==> src/rtl/core/mbt_ram.sv <==
`timescale 1ns / 1ps
`default_nettype none

module mbt_ram #(
	parameter int WIDTH  = 16,
	parameter int DEPTH  = 64,
	parameter int ADDR_W = 6
) (
	input  wire logic              clk,
	input  wire logic              we,
	input  wire logic [ADDR_W-1:0] waddr,
	input  wire logic [WIDTH-1:0]  wdata,
	input  wire logic              re,
	input  wire logic [ADDR_W-1:0] raddr,
	output logic      [WIDTH-1:0]  rdata
);

	logic [WIDTH-1:0] mem_q [DEPTH];

	always_ff @(posedge clk) begin
		if (we) begin
			mem_q[waddr] <= wdata;
		end
		if (re) begin
			rdata <= mem_q[raddr];
		end
	end

endmodule

`default_nettype wire

==> config.mk <==
export PLATFORM = sky130hd
export DESIGN_NAME = mbt_ram
export DESIGN_NICKNAME = d
export VERILOG_FILES = /design/src/rtl/core/mbt_ram.sv
export SDC_FILE = /design/constraint.sdc
export NUM_CORES = 1
export LEC_CHECK = 0
export BUFFER_PORTS_ARGS = -buffer_cell sky130_fd_sc_hd__buf_2
export CORE_MARGIN = 3
export CORE_UTILIZATION = 55
export CTS_BUF_LIST = sky130_fd_sc_hd__clkbuf_16
export DETAILED_ROUTE_END_ITERATION = 6
export GPL_ROUTABILITY_DRIVEN = 0
export PLACE_DENSITY = 0.7
export SLEW_MARGIN = 20
export SYNTH_ARGS = -nofsm -noshare
export SYNTH_HDL_FRONTEND = slang
export SYNTH_SLANG_ARGS = --single-unit
export TNS_END_PERCENT = 100
==> constraint.sdc <==
create_clock -name clk -period 5.5 [get_ports clk]
set_input_delay 1.1 -clock clk [delete_from_list [all_inputs] [get_ports clk]]
set_output_delay 1.1 -clock clk [all_outputs]
set_load 0.02 [all_outputs]
==> results.ini <==
[timing]
slew_headroom = 0.220
hold_viol_final = 0
final.min_clock_period_ns = 3.83
tns_ns = 0
finalMaxSlewViolations = 0
post-route-period-util = 0.696
fmax_mhz = 261
fin_worst_skew_ns = 0.0346
worstMarginPinSlew_ns = 1.16
rsz0062_at_grt = no
finalSetupViolations = 0

[yosys]
synth_flop_cell = edfxtp_1
ys_seq_area_frac = 0.777
postSynthAreaPerCell_sq_um = 22.0
ys_warn_count = 0
synth_simple_gate_area_frac = 0.0264
synth.distinct_cells = 42
synth_most_common_cell = edfxtp_1
synth_seq_cells = 1040
synth_area_leaders = edfxtp_1, mux4_2, mux2i_1
syn-num-nets = 1860
synthesis.area_sq_um = 40200
synth_fa_ha_area_frac = 0
synthXorXnorAreaFrac = 0
synth_enable_flop_cells = 1040
synthMuxAreaShare = 0.155
synth_compound_area_frac = 0.0240
postSynth.asyncResetShare = 0
synth_top_family_by_area = multiplexers
synthTopCellsByCount = edfxtp_1, mux4_2, mux2i_1, nor2_1, nand2_1
synth_top_cell_area_share = 0.777
synth_largest_area_cell = edfxtp_1
synthCells = 1829

[cells_and_area]
final.fill_count = 4712
fin_nets = 1996
final_cell_area_sq_um = 44900
drive_above_1_share = 0.267
syn2layout_area_growth_pct = 11.6

[setup_path]
critPathMaxStageDelay_ns = 0.99
critPathKind = in2reg
worstPathMaxFanout = 49
arrival_ns = 4.19
crit_required_ns = 5.86
cp_common_cell = a221oi_1
startpoint_type = input pin
cp-end-kind = register
slowest_stage = a221oi_1
path_cells = buf_8 -> buf_12 -> nor2b_1 -> a221oi_1 -> a221oi_1 -> a311oi_1

[outcome]
status = finished clean

[clock_network]
hold_buffers = 0
cts_setup_buffers = 0
htreeDepth = 3
clk_path_buf_depth = 3
path_clk_slew_ns = 0.06
worstSkewPairLatency_ns = 0.67
cts_root_buffer = clkbuf_16
tritoncts = yes
clkSinkCount = 1040
cts_buffers = 101
cts_resized = 0

[drt]
vias_per_cell = 6.53
drt_pass1_iterations = 6
detail_route.wl_per_cell_um = 31.8
ant_nets = 0
drcViolationCount = 0
drt_iter0_drc = 2666
num_vias = 19600
routed_wirelength_um = 95300

[floorplanning]
core_area_sq_um = 72000
die_h_um = 276
die_area_sq_um = 76400
io_pins = 47
die_x_um = 276
placementRows = 98
start_util = 0.559

[global_routing]
grt_max_degree = 69
antenna_found_initial = 5
grt_pass1_vias = 19500
grt_pass1_wl_um = 139000
gr-total-overflow = 0
track_usage = 0.251

[power_and_ir_drop]
clock_power_share = 0.404
swShare = 0.213
switchingPower_mw = 3.44
seq_power_share = 0.546
p_per_area_nw_per_um2 = 360
p_leak_nw = 14.2
comb_power_share = 0.050
peakVddDrop_uv = 287
p_int_mw = 12.7

[placement]
dp_hpwl_um = 54600
numPortBuffers = 46
place_area_sq_um = 41700

[job]
max_cap_viol_count = 0

[min_path]
holdCritPathClass = reg2reg

[worst paths after layout]
kind	startpoint	end	slack, ns	cells past startpoint
max	raddr[0]	rdata[4]	1.67	6
min	mem_q[62][10]	rdata[10]	0.95	5
max reg2reg	mem_q[63][4]	rdata[4]	3.00	4
min reg2reg	mem_q[62][10]	rdata[10]	0.95	5
[cell families (layout without fill, tap and decap cells)]
| group | Yosys count | count (layout) |
|---|---|---|
| AO/OA/AOI/OAI | 129 | 129 |
| buffers and inverters | 104 | 321 |
| flip-flops | 1040 | 1040 |
| multiplexers | 336 | 336 |
| other | 0 | 4 |
| AND/OR/NAND/NOR | 220 | 220 |
[metal layers]
layer,GRT usage,part of all wire,wire [um],vias to the layer above
li1,-,-,-,7972
met5,0,0.00034,32,-
met3,0.0504,0.10,9590,177
met4,0.0773,0.030,2900,4
met2,0.391,0.48,45500,1049
met1,0.366,0.39,37300,10400
[final cells by class]
type / count / area [sq um] / area share
flip-flops and latches: 1040 / 31200 / 0.696
multi-input cells: 685 / 8290 / 0.185
clock buffers: 102 / 2550 / 0.0569
well taps: 950 / 1190 / 0.0265
repair buffers: 137 / 1020 / 0.0226
clock inverters: 82 / 567 / 0.0126
diodes: 4 / 10.0 / 0.000223
[placed cells by master (no fill, tap or decap), drive strengths merged]
cell / n
bufinv: 6
nor4: 3
nand3b: 2
or3b: 1
a41oi: 5
nand4b: 1
and4: 5
a211o: 8
o21ai: 8
mux2: 27
mux4: 224
nor2: 74
edfxtp: 1040
nand2: 60
nand2b: 3
a311oi: 8
a221o: 6
nor2b: 30
a211oi: 8
clkinvlp: 3
mux2i: 85
buf: 136
nand4: 12
and2: 2
nor3: 2
clkbuf: 103
a22oi: 39
nand3: 24
a22o: 6
inv: 18
a31oi: 8
a221oi: 16
or3: 1
clkinv: 55
diode: 4
a21oi: 17
[critical path, delay by kind of cell]
family                 cells  cell delay, ns
AO/OA/AOI/OAI              3            1.39
buffers and inverters      2            0.84
AND/OR/NAND/NOR            1            0.75
[power groups by stage]
stage	Sequential [mW]	Clock (mW)	Combinational, mW
6_report	8.82	6.53	0.810
5_1_grt	8.82	6.95	0.853
4_1_cts	8.82	6.63	0.813
3_5_place_dp	8.99	0	0.810
3_3_place_gp	8.99	0	0.794
2_1_floorplan	8.99	0	0.454
[flip-flops by register name (all words and copies together) (netlist names)]
register	flops
mem_q	1024
rdata	16
[stage by stage]
stage / hold WS (ns) / worst slack [ns] / cells / utilization / power, mW
finish: 0.951 / 1.67 / 3000 / 0.623 / 16.2
global placement: 0.928 / 0.964 / 2812 / 0.580 / 9.78
global route: 0.968 / 1.50 / 2996 / 0.623 / 16.6
floorplan: 0.828 / 2.37 / 1829 / - / 9.44
CTS: 0.941 / 1.68 / 2996 / 0.623 / 16.3
detailed placement: 0.941 / 1.01 / 2812 / 0.580 / 9.80
Note: power is estimated with default switching activity, not from simulation.
